### config.mk
export PLATFORM = sky130hd
export DESIGN_NAME = can_tx_queue_retry_busoff_flat
export DESIGN_NICKNAME = d
export VERILOG_FILES = /design/src/rtl/ctq_pkg.sv /design/src/rtl/ctq_if.sv /design/src/rtl/can_tx_queue_retry_busoff.sv /design/src/rtl/ctq_cell.sv /design/src/flat_wrapper.sv
export SDC_FILE = /design/constraint.sdc
export NUM_CORES = 2
export LEC_CHECK = 0
export ABC_AREA = 0
export BUFFER_PORTS_ARGS = -buffer_cell sky130_fd_sc_hd__buf_2
export CAP_MARGIN = 20
export CORE_MARGIN = 1.5
export CORE_UTILIZATION = 30
export CTS_CLUSTER_SIZE = 20
export DETAILED_ROUTE_END_ITERATION = 8
export MAX_ROUTING_LAYER = met4
export SLEW_MARGIN = 10
export SYNTH_ARGS = -nofsm -noshare
export SYNTH_HDL_FRONTEND = slang
export SYNTH_SLANG_ARGS = --single-unit
### constraint.sdc
create_clock -name clk_i -period 6.4 [get_ports clk_i]
set_input_delay 0.64 -clock clk_i [delete_from_list [all_inputs] [get_ports clk_i]]
set_output_delay 0.64 -clock clk_i [all_outputs]
set_load 0.01 [all_outputs]
### src/rtl/ctq_pkg.sv
// ----------------------------------------------------------------------------
// ctq_pkg
// Shared types, codes and helpers of the CAN transmit queue with retry
// handling and bus-off tracking.
// ----------------------------------------------------------------------------
package ctq_pkg;

  localparam int unsigned QueueDepth = 8;
  localparam int unsigned FillW      = $clog2(QueueDepth + 1);

  localparam int unsigned IdW      = 29;
  localparam int unsigned LenW     = 4;
  localparam int unsigned PayloadW = 64;
  localparam int unsigned RetryW   = 4;
  localparam int unsigned ErrW     = 8;
  localparam int unsigned TimeW    = 32;
  localparam int unsigned SentW    = 32;
  localparam int unsigned RecW     = 16;
  localparam int unsigned CfgIdxW  = 1;
  localparam int unsigned CfgDataW = 16;
  localparam int unsigned QFillW   = 4;

  localparam logic [LenW-1:0]  MaxLen        = LenW'(8);
  localparam logic [ErrW-1:0]  ErrPassiveLvl = ErrW'(128);
  localparam logic [ErrW-1:0]  ErrBusOffLvl  = ErrW'(255);
  localparam logic [RecW-1:0]  RecResetVal   = RecW'(100);
  localparam logic [RetryW-1:0] RetryResetVal = RetryW'(3);

  typedef enum logic [1:0] {
    KindEnqueue = 2'd0,
    KindDirect  = 2'd1,
    KindService = 2'd2,
    KindAbort   = 2'd3
  } kind_e;

  typedef enum logic [1:0] {
    OutcomeOk    = 2'd0,
    OutcomeBusy  = 2'd1,
    OutcomeError = 2'd2,
    OutcomeOther = 2'd3
  } outcome_e;

  typedef enum logic [1:0] {
    RcOk     = 2'd0,
    RcBusOff = 2'd1,
    RcFull   = 2'd2,
    RcFailed = 2'd3
  } rc_e;

  typedef enum logic [1:0] {
    LinkActive  = 2'd0,
    LinkPassive = 2'd1,
    LinkBusOff  = 2'd2
  } link_e;

  typedef enum logic [2:0] {
    HlthActive  = 3'b001,
    HlthPassive = 3'b010,
    HlthBusOff  = 3'b100
  } health_e;

  typedef enum logic [CfgIdxW-1:0] {
    CfgRecovery = 1'b0,
    CfgRetry    = 1'b1
  } cfg_idx_e;

  typedef struct packed {
    logic [IdW-1:0]      id;
    logic [LenW-1:0]     len;
    logic [PayloadW-1:0] payload;
    logic                extended;
    logic                remote;
  } frame_t;

  typedef struct packed {
    frame_t              frame;
    logic [RetryW-1:0]   retries;
  } slot_t;

  typedef struct packed {
    logic load;
    logic shift;
    logic bump;
  } cell_ctrl_t;

  typedef struct packed {
    logic [1:0]          kind;
    logic [IdW-1:0]      frame_id;
    logic [LenW-1:0]     frame_len;
    logic [PayloadW-1:0] frame_payload;
    logic                frame_extended;
    logic                frame_remote;
    logic [1:0]          attempt_outcome;
    logic [TimeW-1:0]    now_ms;
  } in_item_t;

  typedef struct packed {
    logic [1:0]          result_code;
    logic [1:0]          link_state;
    logic [ErrW-1:0]     tx_error_count;
    logic [QFillW-1:0]   queue_fill;
    logic                head_valid;
    logic [IdW-1:0]      head_id;
    logic [LenW-1:0]     head_len;
    logic [PayloadW-1:0] head_payload;
    logic                head_extended;
    logic                head_remote;
    logic                dropped_frame;
    logic [SentW-1:0]    sent_total;
  } out_item_t;

  function automatic logic [RetryW-1:0] retry_inc(input logic [RetryW-1:0] r);
    logic [RetryW-1:0] res;
    res = (r == '1) ? r : r + RetryW'(1);
    return res;
  endfunction

endpackage

### src/rtl/ctq_if.sv
// ----------------------------------------------------------------------------
// ctq_if
// Valid/ready channels of the transmit queue: input item, result item and
// configuration write.
// ----------------------------------------------------------------------------
interface ctq_in_if import ctq_pkg::*; ();
  logic     valid;
  logic     ready;
  in_item_t data;

  modport source (output valid, output data, input ready);
  modport sink   (input valid, input data, output ready);
endinterface

interface ctq_out_if import ctq_pkg::*; ();
  logic      valid;
  logic      ready;
  out_item_t data;

  modport source (output valid, output data, input ready);
  modport sink   (input valid, input data, output ready);
endinterface

interface ctq_cfg_if import ctq_pkg::*; ();
  logic                valid;
  logic                ready;
  logic [CfgIdxW-1:0]  index;
  logic [CfgDataW-1:0] data;

  modport source (output valid, output index, output data, input ready);
  modport sink   (input valid, input index, input data, output ready);
endinterface

### src/rtl/can_tx_queue_retry_busoff.sv
// ----------------------------------------------------------------------------
// can_tx_queue_retry_busoff
// CAN transmit queue as a shifting row of slot cells, with retry counting,
// transmit error counter and bus-off recovery.
// ----------------------------------------------------------------------------
// a result is registered and offered in the cycle after its item is accepted
// throughput: one item per cycle while the result side is ready; the next item is taken as the result leaves
// the head frame always sits in cell 0, a pop shifts the row by one cell
// reset clears fill, counters, link state and registers to defaults at once
// slot contents are not reset, only filled slots are ever presented
module can_tx_queue_retry_busoff import ctq_pkg::*; (
  input  logic   clk_i,
  input  logic   rst_ni,
  ctq_in_if.sink     in_i,
  ctq_out_if.source  out_o,
  ctq_cfg_if.sink    cfg_i
);

  logic [RecW-1:0]   rec_time_q;
  logic [RetryW-1:0] retry_lim_q;

  logic [FillW-1:0] fill_q, fill_d;
  logic [ErrW-1:0]  err_q, err_d;
  health_e          health_q, health_d;
  logic [TimeW-1:0] stamp_q, stamp_d;
  logic [SentW-1:0] sent_q, sent_d;
  logic             out_valid_q;
  rc_e              rc_q, rc_d;
  logic             drop_q, drop_d;

  logic       accept;
  logic       pop;
  logic       bump;
  frame_t     new_frame;
  slot_t      slots [QueueDepth];
  slot_t      nexts [QueueDepth];
  cell_ctrl_t ctrls [QueueDepth];
  logic [RetryW-1:0] head_retry_nx;
  logic [TimeW-1:0]  elapsed;
  in_item_t   it;

  assign it     = in_i.data;
  assign accept = in_i.valid && in_i.ready;
  assign in_i.ready  = !out_valid_q || out_o.ready;
  assign cfg_i.ready = 1'b1;

  always_comb begin
    new_frame          = '0;
    new_frame.id       = it.frame_id;
    new_frame.len      = (it.frame_len > MaxLen) ? MaxLen : it.frame_len;
    new_frame.payload  = it.frame_payload;
    new_frame.extended = it.frame_extended;
    new_frame.remote   = it.frame_remote;
  end

  assign head_retry_nx = retry_inc(slots[0].retries);
  assign elapsed       = it.now_ms - stamp_q;

  always_comb begin
    fill_d   = fill_q;
    err_d    = err_q;
    health_d = health_q;
    stamp_d  = stamp_q;
    sent_d   = sent_q;
    rc_d     = RcOk;
    drop_d   = 1'b0;
    pop      = 1'b0;
    bump     = 1'b0;
    unique case (kind_e'(it.kind))
      KindEnqueue: begin
        if (fill_q >= FillW'(QueueDepth)) begin
          rc_d = RcFull;
        end else begin
          fill_d = fill_q + FillW'(1);
        end
      end
      KindDirect: begin
        if (health_q == HlthBusOff) begin
          rc_d = RcBusOff;
        end else if (it.attempt_outcome == OutcomeOk) begin
          sent_d = sent_q + SentW'(1);
        end else begin
          rc_d = RcFailed;
          if (err_q != ErrBusOffLvl) begin
            err_d = err_q + ErrW'(1);
          end
          if (err_d >= ErrPassiveLvl) begin
            health_d = HlthPassive;
          end
          if (err_d == ErrBusOffLvl) begin
            health_d = HlthBusOff;
            stamp_d  = it.now_ms;
          end
        end
      end
      KindService: begin
        if (health_q == HlthBusOff) begin
          rc_d = RcBusOff;
          if (elapsed >= TimeW'(rec_time_q)) begin
            fill_d   = '0;
            err_d    = '0;
            health_d = HlthActive;
          end
        end else if (fill_q != '0) begin
          if (it.attempt_outcome == OutcomeOk) begin
            pop    = 1'b1;
            fill_d = fill_q - FillW'(1);
            sent_d = sent_q + SentW'(1);
          end else if (it.attempt_outcome != OutcomeBusy) begin
            if (head_retry_nx >= retry_lim_q) begin
              pop    = 1'b1;
              drop_d = 1'b1;
              fill_d = fill_q - FillW'(1);
            end else begin
              bump = 1'b1;
            end
          end
        end
      end
      KindAbort: begin
        fill_d = '0;
      end
      default: begin
        fill_d = fill_q;
      end
    endcase
  end

  for (genvar i = 0; i < QueueDepth; i++) begin : g_cell
    if (i == QueueDepth - 1) begin : g_last
      assign nexts[i] = slots[i];
    end else begin : g_mid
      assign nexts[i] = slots[i+1];
    end

    always_comb begin
      ctrls[i].load  = accept && (kind_e'(it.kind) == KindEnqueue) &&
                       (fill_q == FillW'(i));
      ctrls[i].shift = accept && pop;
      ctrls[i].bump  = accept && bump && (i == 0);
    end

    ctq_cell u_cell (
      .clk_i       (clk_i),
      .ctrl_i      (ctrls[i]),
      .new_frame_i (new_frame),
      .next_i      (nexts[i]),
      .slot_o      (slots[i])
    );
  end

  always_ff @(posedge clk_i or negedge rst_ni) begin
    if (!rst_ni) begin
      rec_time_q  <= RecResetVal;
      retry_lim_q <= RetryResetVal;
    end else if (cfg_i.valid) begin
      unique case (cfg_idx_e'(cfg_i.index))
        CfgRecovery: rec_time_q  <= cfg_i.data[RecW-1:0];
        CfgRetry:    retry_lim_q <= cfg_i.data[RetryW-1:0];
        default:     rec_time_q  <= rec_time_q;
      endcase
    end
  end

  always_ff @(posedge clk_i or negedge rst_ni) begin
    if (!rst_ni) begin
      fill_q      <= '0;
      err_q       <= '0;
      health_q    <= HlthActive;
      stamp_q     <= '0;
      sent_q      <= '0;
      out_valid_q <= 1'b0;
      rc_q        <= RcOk;
      drop_q      <= 1'b0;
    end else begin
      if (accept) begin
        fill_q   <= fill_d;
        err_q    <= err_d;
        health_q <= health_d;
        stamp_q  <= stamp_d;
        sent_q   <= sent_d;
        rc_q     <= rc_d;
        drop_q   <= drop_d;
      end
      if (accept) begin
        out_valid_q <= 1'b1;
      end else if (out_o.ready) begin
        out_valid_q <= 1'b0;
      end
    end
  end

  link_e link;
  logic  head_vld;

  always_comb begin
    unique case (health_q)
      HlthActive:  link = LinkActive;
      HlthPassive: link = LinkPassive;
      HlthBusOff:  link = LinkBusOff;
      default:     link = LinkActive;
    endcase
  end

  assign head_vld = (fill_q != '0);

  always_comb begin
    out_o.data                = '0;
    out_o.data.result_code    = rc_q;
    out_o.data.link_state     = link;
    out_o.data.tx_error_count = err_q;
    out_o.data.queue_fill     = QFillW'(fill_q);
    out_o.data.head_valid     = head_vld;
    out_o.data.dropped_frame  = drop_q;
    out_o.data.sent_total     = sent_q;
    if (head_vld) begin
      out_o.data.head_id       = slots[0].frame.id;
      out_o.data.head_len      = slots[0].frame.len;
      out_o.data.head_payload  = slots[0].frame.payload;
      out_o.data.head_extended = slots[0].frame.extended;
      out_o.data.head_remote   = slots[0].frame.remote;
    end
  end

  assign out_o.valid = out_valid_q;

endmodule

### src/rtl/ctq_cell.sv
// ----------------------------------------------------------------------------
// ctq_cell
// One queue slot: loads a new frame, takes its neighbor's frame on a pop,
// or bumps its retry count.
// ----------------------------------------------------------------------------
module ctq_cell import ctq_pkg::*; (
  input  logic       clk_i,
  input  cell_ctrl_t ctrl_i,
  input  frame_t     new_frame_i,
  input  slot_t      next_i,
  output slot_t      slot_o
);

  slot_t slot_q, slot_d;

  always_comb begin
    slot_d = slot_q;
    if (ctrl_i.load) begin
      slot_d.frame   = new_frame_i;
      slot_d.retries = '0;
    end else if (ctrl_i.shift) begin
      slot_d = next_i;
    end else if (ctrl_i.bump) begin
      slot_d.retries = retry_inc(slot_q.retries);
    end
  end

  always_ff @(posedge clk_i) begin
    slot_q <= slot_d;
  end

  assign slot_o = slot_q;

endmodule
### src/flat_wrapper.sv
// flat-port wrapper written by rule: the top's interface ports become plain ports
module can_tx_queue_retry_busoff_flat import ctq_pkg::*;
  (clk_i, rst_ni, in_i_valid, in_i_data, in_i_ready, out_o_valid, out_o_data, out_o_ready, cfg_i_valid, cfg_i_index, cfg_i_data, cfg_i_ready);
  ctq_in_if in_i_i ();
  ctq_out_if out_o_i ();
  ctq_cfg_if cfg_i_i ();
  input  logic clk_i;
  input  logic rst_ni;
  input wire logic [$bits(in_i_i.valid)-1:0] in_i_valid;
  input wire logic [$bits(in_i_i.data)-1:0] in_i_data;
  output wire logic [$bits(in_i_i.ready)-1:0] in_i_ready;
  output wire logic [$bits(out_o_i.valid)-1:0] out_o_valid;
  output wire logic [$bits(out_o_i.data)-1:0] out_o_data;
  input wire logic [$bits(out_o_i.ready)-1:0] out_o_ready;
  input wire logic [$bits(cfg_i_i.valid)-1:0] cfg_i_valid;
  input wire logic [$bits(cfg_i_i.index)-1:0] cfg_i_index;
  input wire logic [$bits(cfg_i_i.data)-1:0] cfg_i_data;
  output wire logic [$bits(cfg_i_i.ready)-1:0] cfg_i_ready;
  assign in_i_i.valid = in_i_valid;
  assign in_i_i.data = in_i_data;
  assign in_i_ready = in_i_i.ready;
  assign out_o_valid = out_o_i.valid;
  assign out_o_data = out_o_i.data;
  assign out_o_i.ready = out_o_ready;
  assign cfg_i_i.valid = cfg_i_valid;
  assign cfg_i_i.index = cfg_i_index;
  assign cfg_i_i.data = cfg_i_data;
  assign cfg_i_ready = cfg_i_i.ready;
  can_tx_queue_retry_busoff u_core (.clk_i(clk_i), .rst_ni(rst_ni), .in_i(in_i_i), .out_o(out_o_i), .cfg_i(cfg_i_i));
endmodule
; Word-level counts from Yosys, hierarchy flattened
; Index checks and enable logic that the tools add are counted.
[classes]
n_eq_ne = 28
add_sub_neg = 6
n_bitwise = 3
muxes = 72
reduce_logical = 36
n_lt_le_gt_ge = 5
[ops]
columns = op, count
row1 = two-way mux 99 bit, 8
row2 = two-way mux 103 bit, 7
row3 = two-way mux 32 bit, 4
row4 = two-way mux 8 bit, 8
row5 = one-hot mux 32 bit (2 select lines), 1
row6 = two-way mux 4 bit, 11
row7 = adder 32 x 1 -> 32 bit (second input constant), 1
row8 = >= comparator 32 x 16 -> 1 bit, 1
row9 = subtractor 32 bit, 1
row10 = nonzero test 2 bit, 10
row11 = two-way mux 1 bit, 19
row12 = two-way mux 3 bit, 6
row13 = equality test 4 x 3 -> 1 bit (second input constant), 4
row14 = one-hot mux 8 bit (2 select lines), 1
row15 = AND reduction 7 bit, 2
row16 = logical AND 1 bit, 12
row17 = one-hot mux 4 bit (3 select lines), 1
row18 = AND reduction 5 bit, 2
row19 = adder 4 x 1 -> 4 bit (second input constant), 2
row20 = adder 8 x 1 -> 8 bit (second input constant), 1
row21 = equality test 4 x 2 -> 1 bit (second input constant), 2
row22 = equality test 8 bit (second input constant), 1
row23 = >= comparator 8 bit (second input constant), 1
row24 = != test 2 x 1 -> 1 bit (second input constant), 4
row25 = other kinds (28), 40
[totals]
reg_bits = 899
wordCells = 201
inputBits = 157

; Depth between registers and ports, before layout
[logic_depth]
ltp_word = 13
ltp_mapped = 24
mapped_depth_nobuf = 23

; By module
; From an unflattened synthesis, not the netlist that was laid out.
[unflattened]
cells_unflattened = 2926
hier_area_um2 = 43491.7
[modules_own_cells]
columns = module, instances, area_per_inst_um2, cells_each, seq_area_each_um2
row1 = ctq_cell, 8, 4419.2, 239, 3052.9
row2 = can_tx_queue_retry_busoff, 1, 8137.8, 1014, 2585.0

; Worst setup path before layout
; No wires, ideal clock.
[synth_path]
kind = reg2reg
start = register u_core.g_cell[0].u_cell.slot_q (netlist bit u_core.g_cell[0].u_cell.slot_o[0])
end = register u_core.g_cell[0].u_cell.slot_q (netlist bit u_core.g_cell[0].u_cell.slot_o[100]), enable pin
synth_period_minus_slack_ps = 4775
setup_ps = 941
required_ps = 5459
arrival_time_ps = 3834
path_buffers = 0
stages_incl_launch_ff = 11
path_slack_ps = 1625
cell_sequence = dfxtp_1 ha_1 nand3_1 mux2_2 ha_1 a21o_1 a21o_1 a21oi_1 mux2i_1 nand4_1 nand2_1
[synth_between]
elab_chain_cells = 11
elab_cells_between_ends = 12
[synth_lines]
columns = item, line_no
row1 = "start, declared", ctq_cell.sv:14  ; slot_t slot_q, slot_d;
row2 = "start signal, assigned", ctq_cell.sv:29  ; slot_q <= slot_d;
row3 = adder 4 x 1 -> 4 bit / equality test 4 bit (equally long branches), ctq_pkg.sv:114  ; res = (r == '1) ? r : r + RetryW'(1);
row4 = two-way mux 4 bit *, --
row5 = >= comparator 4 bit *, can_tx_queue_retry_busoff.sv:110  ; if (head_retry_nx >= retry_lim_q) begin
row6 = two-way mux 1 bit *, can_tx_queue_retry_busoff.sv:110
row7 = two-way mux 1 bit *, can_tx_queue_retry_busoff.sv:109  ; end else if (it.attempt_outcome != OutcomeBusy) begin
row8 = two-way mux 1 bit *, can_tx_queue_retry_busoff.sv:105  ; if (it.attempt_outcome == OutcomeOk) begin
row9 = two-way mux 1 bit *, can_tx_queue_retry_busoff.sv:104  ; end else if (fill_q != '0) begin
row10 = two-way mux 1 bit *, can_tx_queue_retry_busoff.sv:97  ; if (health_q == HlthBusOff) begin
row11 = two-way mux 1 bit *, can_tx_queue_retry_busoff.sv:69  ; unique case (kind_e'(it.kind))
row12 = logical AND 1 bit *, can_tx_queue_retry_busoff.sv:139  ; ctrls[i].shift = accept && pop;
row13 = nonzero test 2 bit (no source line) *, --
; Mark *: on every way between the ends. The rest lies on a longest branch, timed or not.
; A chain may end at the register's enable or synchronous reset.

; Worst setup path after layout
[layout_path]
start = register u_core.stamp_q[0]
end = register u_core.fill_q[1]
[layout_between]
elab_chain_cells = 4
[layout_lines]
columns = item, line_no
row1 = "start, declared", can_tx_queue_retry_busoff.sv:25  ; logic [TimeW-1:0] stamp_q, stamp_d;
row2 = "start signal, assigned", can_tx_queue_retry_busoff.sv:180  ; stamp_q <= stamp_d;
row3 = subtractor 32 bit, can_tx_queue_retry_busoff.sv:57  ; assign elapsed = it.now_ms - stamp_q;
row4 = >= comparator 32 x 16 -> 1 bit, can_tx_queue_retry_busoff.sv:99  ; if (elapsed >= TimeW'(rec_time_q)) begin
row5 = != test 3 bit (no source line), --
row6 = AND reduction 7 bit (no source line), --
row7 = "end signal, assigned", can_tx_queue_retry_busoff.sv:177  ; fill_q <= fill_d;
row8 = "end, declared", can_tx_queue_retry_busoff.sv:22  ; logic [FillW-1:0] fill_q, fill_d;
; Every way passes these cells.

==> impl_metrics.json <==
{
  "report.final.slew_viol_count": 0,
  "crit_fanout": 14,
  "num_vias": 22835,
  "drtAntennaViolNets": 0,
  "fillers": 12733,
  "setup_viol": 0,
  "cts_sinks": 899,
  "path_delay_family": "compound AO/OA/AOI/OAI gates",
  "worstSetupStartpointType": "register",
  "worstPathRequired_ps": 6990,
  "critPathBufInv": 1,
  "syn_inst": 2596,
  "critical_path.max_stage_delay_ps": 660,
  "r2r_cells": 22,
  "post-route-util": 0.356,
  "drt_iter0_drc": 1368,
  "dieHeight_um": 369,
  "grt_pass1_wl_um": 150000,
  "die_w_um": 369,
  "overflow": 0,
  "dpl.hpwl_um": 61700,
  "route.detailed.drc": 0,
  "globalplace.congestion": 0.811,
  "coreArea_um2": 132000,
  "synth_seq_cells": 899,
  "clk_pin_slew_worst_paths_ps": 60,
  "cts.htree.levels": 3,
  "hold_slack_ps": 170,
  "yosysUniqueCellTypes": 73,
  "io_buffers": 307,
  "worstPathArrival_ps": 6050,
  "async_reset_ff_frac": 0.115,
  "ctsResizeCount": 0,
  "path_cells": "ha_1, fa_1, inv_1, a21oi_1, o221ai_1, and2_1, o21a_1, o21a_1, nor2_1, o21bai_1, a21oi_1, xnor2_1, ha_1, nand4_1, nor4_1, a221o_1, nor4_1, o2111ai_1, a2111oi_4, o2111ai_2, or4b_4, a31oi_1",
  "vias_per_cell": 4.80,
  "rsz0062_at_grt": "no",
  "cts_root_buffer": "clkbuf_16",
  "clockBufferDepth": 3,
  "final_common_cell": "edfxtp_1",
  "power_density_nw_per_um2": 291,
  "finalCritPeriodShare": 0.854,
  "fin_skew_ps": 55.9,
  "regArea_um2": 26400,
  "final_nets": 3148,
  "synth-edff-count": 792,
  "layout_common_cells": "edfxtp_1, mux2_2, buf_2",
  "antenna_found_initial": 15,
  "dr.pass1.iters": 7,
  "cp.depth": 22,
  "relSlewSlack": 0.290,
  "clock_latency_ps": 720,
  "core.rowCount": 133,
  "worstSetupPathType": "register to register",
  "hold_viol": 0,
  "routed_wl_um": 99500,
  "first_global_vias": 23123,
  "worstHoldPathType": "primary input to register",
  "synthFlopType": "edfxtp_1",
  "max_cap_violations": 0,
  "ys.warnings.count": 0,
  "clock.fmax_mhz": 183,
  "p_leak_uw": 0.0171,
  "status": "complete, no violations",
  "finalSetupTns_ps": 0,
  "start_util": 0.304,
  "final.min_clock_period_ps": 5470,
  "tightest_slew_ps": 1060,
  "synth.avg_cell_area_um2": 15.4,
  "ir_drop_v": 0.000240,
  "grt_max_degree": 74,
  "netlist_area_um2": 40100,
  "synth_nets": 2818,
  "cts_tree": "done",
  "die_area_um2": 136000,
  "grt_usage": 0.150,
  "drive_above_1_share": 0.404,
  "cts_buffers": 102,
  "whs_path_depth": 3,
  "endpoint_kind": "register",
  "synth-seq-area-share": 0.659,
  "syn2layout_area_growth_pct": 17.4,
  "io_pins": 309,
  "wl_per_cell_um": 20.9,
  "cpMaxStageDelayCell": "or4b_4",
  "multiInputGateArea_um2": 13000
}
where the power goes:
part           internal, uW  leakage, uW  switching [uW]
combinational           518      0.00715             854
sequential             6640      0.00839             129
clock                  3120      0.00151            2440
state kept, by name (all words and copies together) (netlist names), 2 cells and up:
signal                       cells
u_core.stamp_q                  32
u_core.sent_q                   32
u_core.retry_lim_q               4
u_core.rec_time_q               16
u_core.g_cell.u_cell.slot_o    796
u_core.rc_q                      2
u_core.err_q                     8
u_core.fill_q                    4
u_core.health_q                  3
path summary, 6_finish.rpt:
path / start / to / slack [ps]
min: cfg_i_data[14] / u_core.rec_time_q[14] / 170
min reg2reg: u_core.sent_q[31] / u_core.sent_q[31] / 470
min in group asynchronous: rst_ni / u_core.stamp_q[9] / 560
max reg2reg: u_core.stamp_q[0] / u_core.fill_q[1] / 930
max: u_core.stamp_q[0] / u_core.fill_q[1] / 930
max in group asynchronous: rst_ni / u_core.fill_q[3] / 4680
cell families after synthesis:
family,share of synthesized area
flip-flops,0.659
multiplexers,0.194
AND/OR/NAND/NOR,0.0564
AO/OA/AOI/OAI,0.0403
buffers and inverters,0.0192
adder cells (fa/ha/maj),0.0205
XOR/XNOR,0.0103
other,0.0000935
cells in the mapped netlist, types with 8 or more instances:
| library cell | instances | area, um2 |
|---|---|---|
| a31oi_1 | 12 | 75.1 |
| inv_1 | 75 | 282 |
| clkbuf_1 | 114 | 428 |
| nand3_1 | 28 | 140 |
| a21o_1 | 12 | 90.1 |
| nand4_1 | 22 | 138 |
| nand2b_1 | 14 | 87.6 |
| xor2_1 | 16 | 140 |
| o21ai_0 | 96 | 480 |
| nor2_1 | 58 | 218 |
| dfrtp_1 | 97 | 2430 |
| mux2_2 | 684 | 7700 |
| and2_1 | 9 | 56.3 |
| xnor2_1 | 31 | 272 |
| ha_1 | 64 | 801 |
| a21oi_1 | 52 | 260 |
| edfxtp_1 | 792 | 23800 |
| nand2_1 | 144 | 541 |
| o21a_1 | 8 | 60.1 |
| nor3_1 | 17 | 85.1 |
| nor2b_1 | 105 | 657 |
| and3_1 | 12 | 75.1 |
routing by layer:
| layer | global-route usage | up-vias | share of wire |
|---|---|---|---|
| met3 | 0.0315 | 150 | 0.057 |
| met5 | - | - | 0 |
| met2 | 0.224 | 586 | 0.45 |
| li1 | - | 10534 | - |
| met1 | 0.207 | 11565 | 0.48 |
| met4 | 0.0373 | 0 | 0.021 |
tightest hold or removal path: stages:
cell	delay, ps
buf_2	80
nand2_1	40
o21ai_0	60
metrics by stage:
step,cells,setup slack [ps],power [uW],instance area [um2]
floorplan,2596,1620,7650,40100
global placement,4573,588,8270,43900
detailed placement,4575,513,8280,43900
CTS,4755,878,13900,47100
global route,4759,559,14300,47100
finish,4762,934,13700,47100
area by class of cell:
| type | count | share of cell area |
|---|---|---|
| diodes | 6 | 0.000319 |
| clock buffers | 132 | 0.0570 |
| clock inverters | 47 | 0.00927 |
| inverters | 75 | 0.00598 |
| multi-input cells | 1498 | 0.276 |
| flip-flops and latches | 899 | 0.562 |
| well taps | 1755 | 0.0466 |
| repair buffers | 350 | 0.0429 |
what timing repair did:
action	in CTS	in global routing
hold buffers	1	0
hold endpoints to repair	24	0
setup buffers	0	0
(Power assumes the default switching activity.)
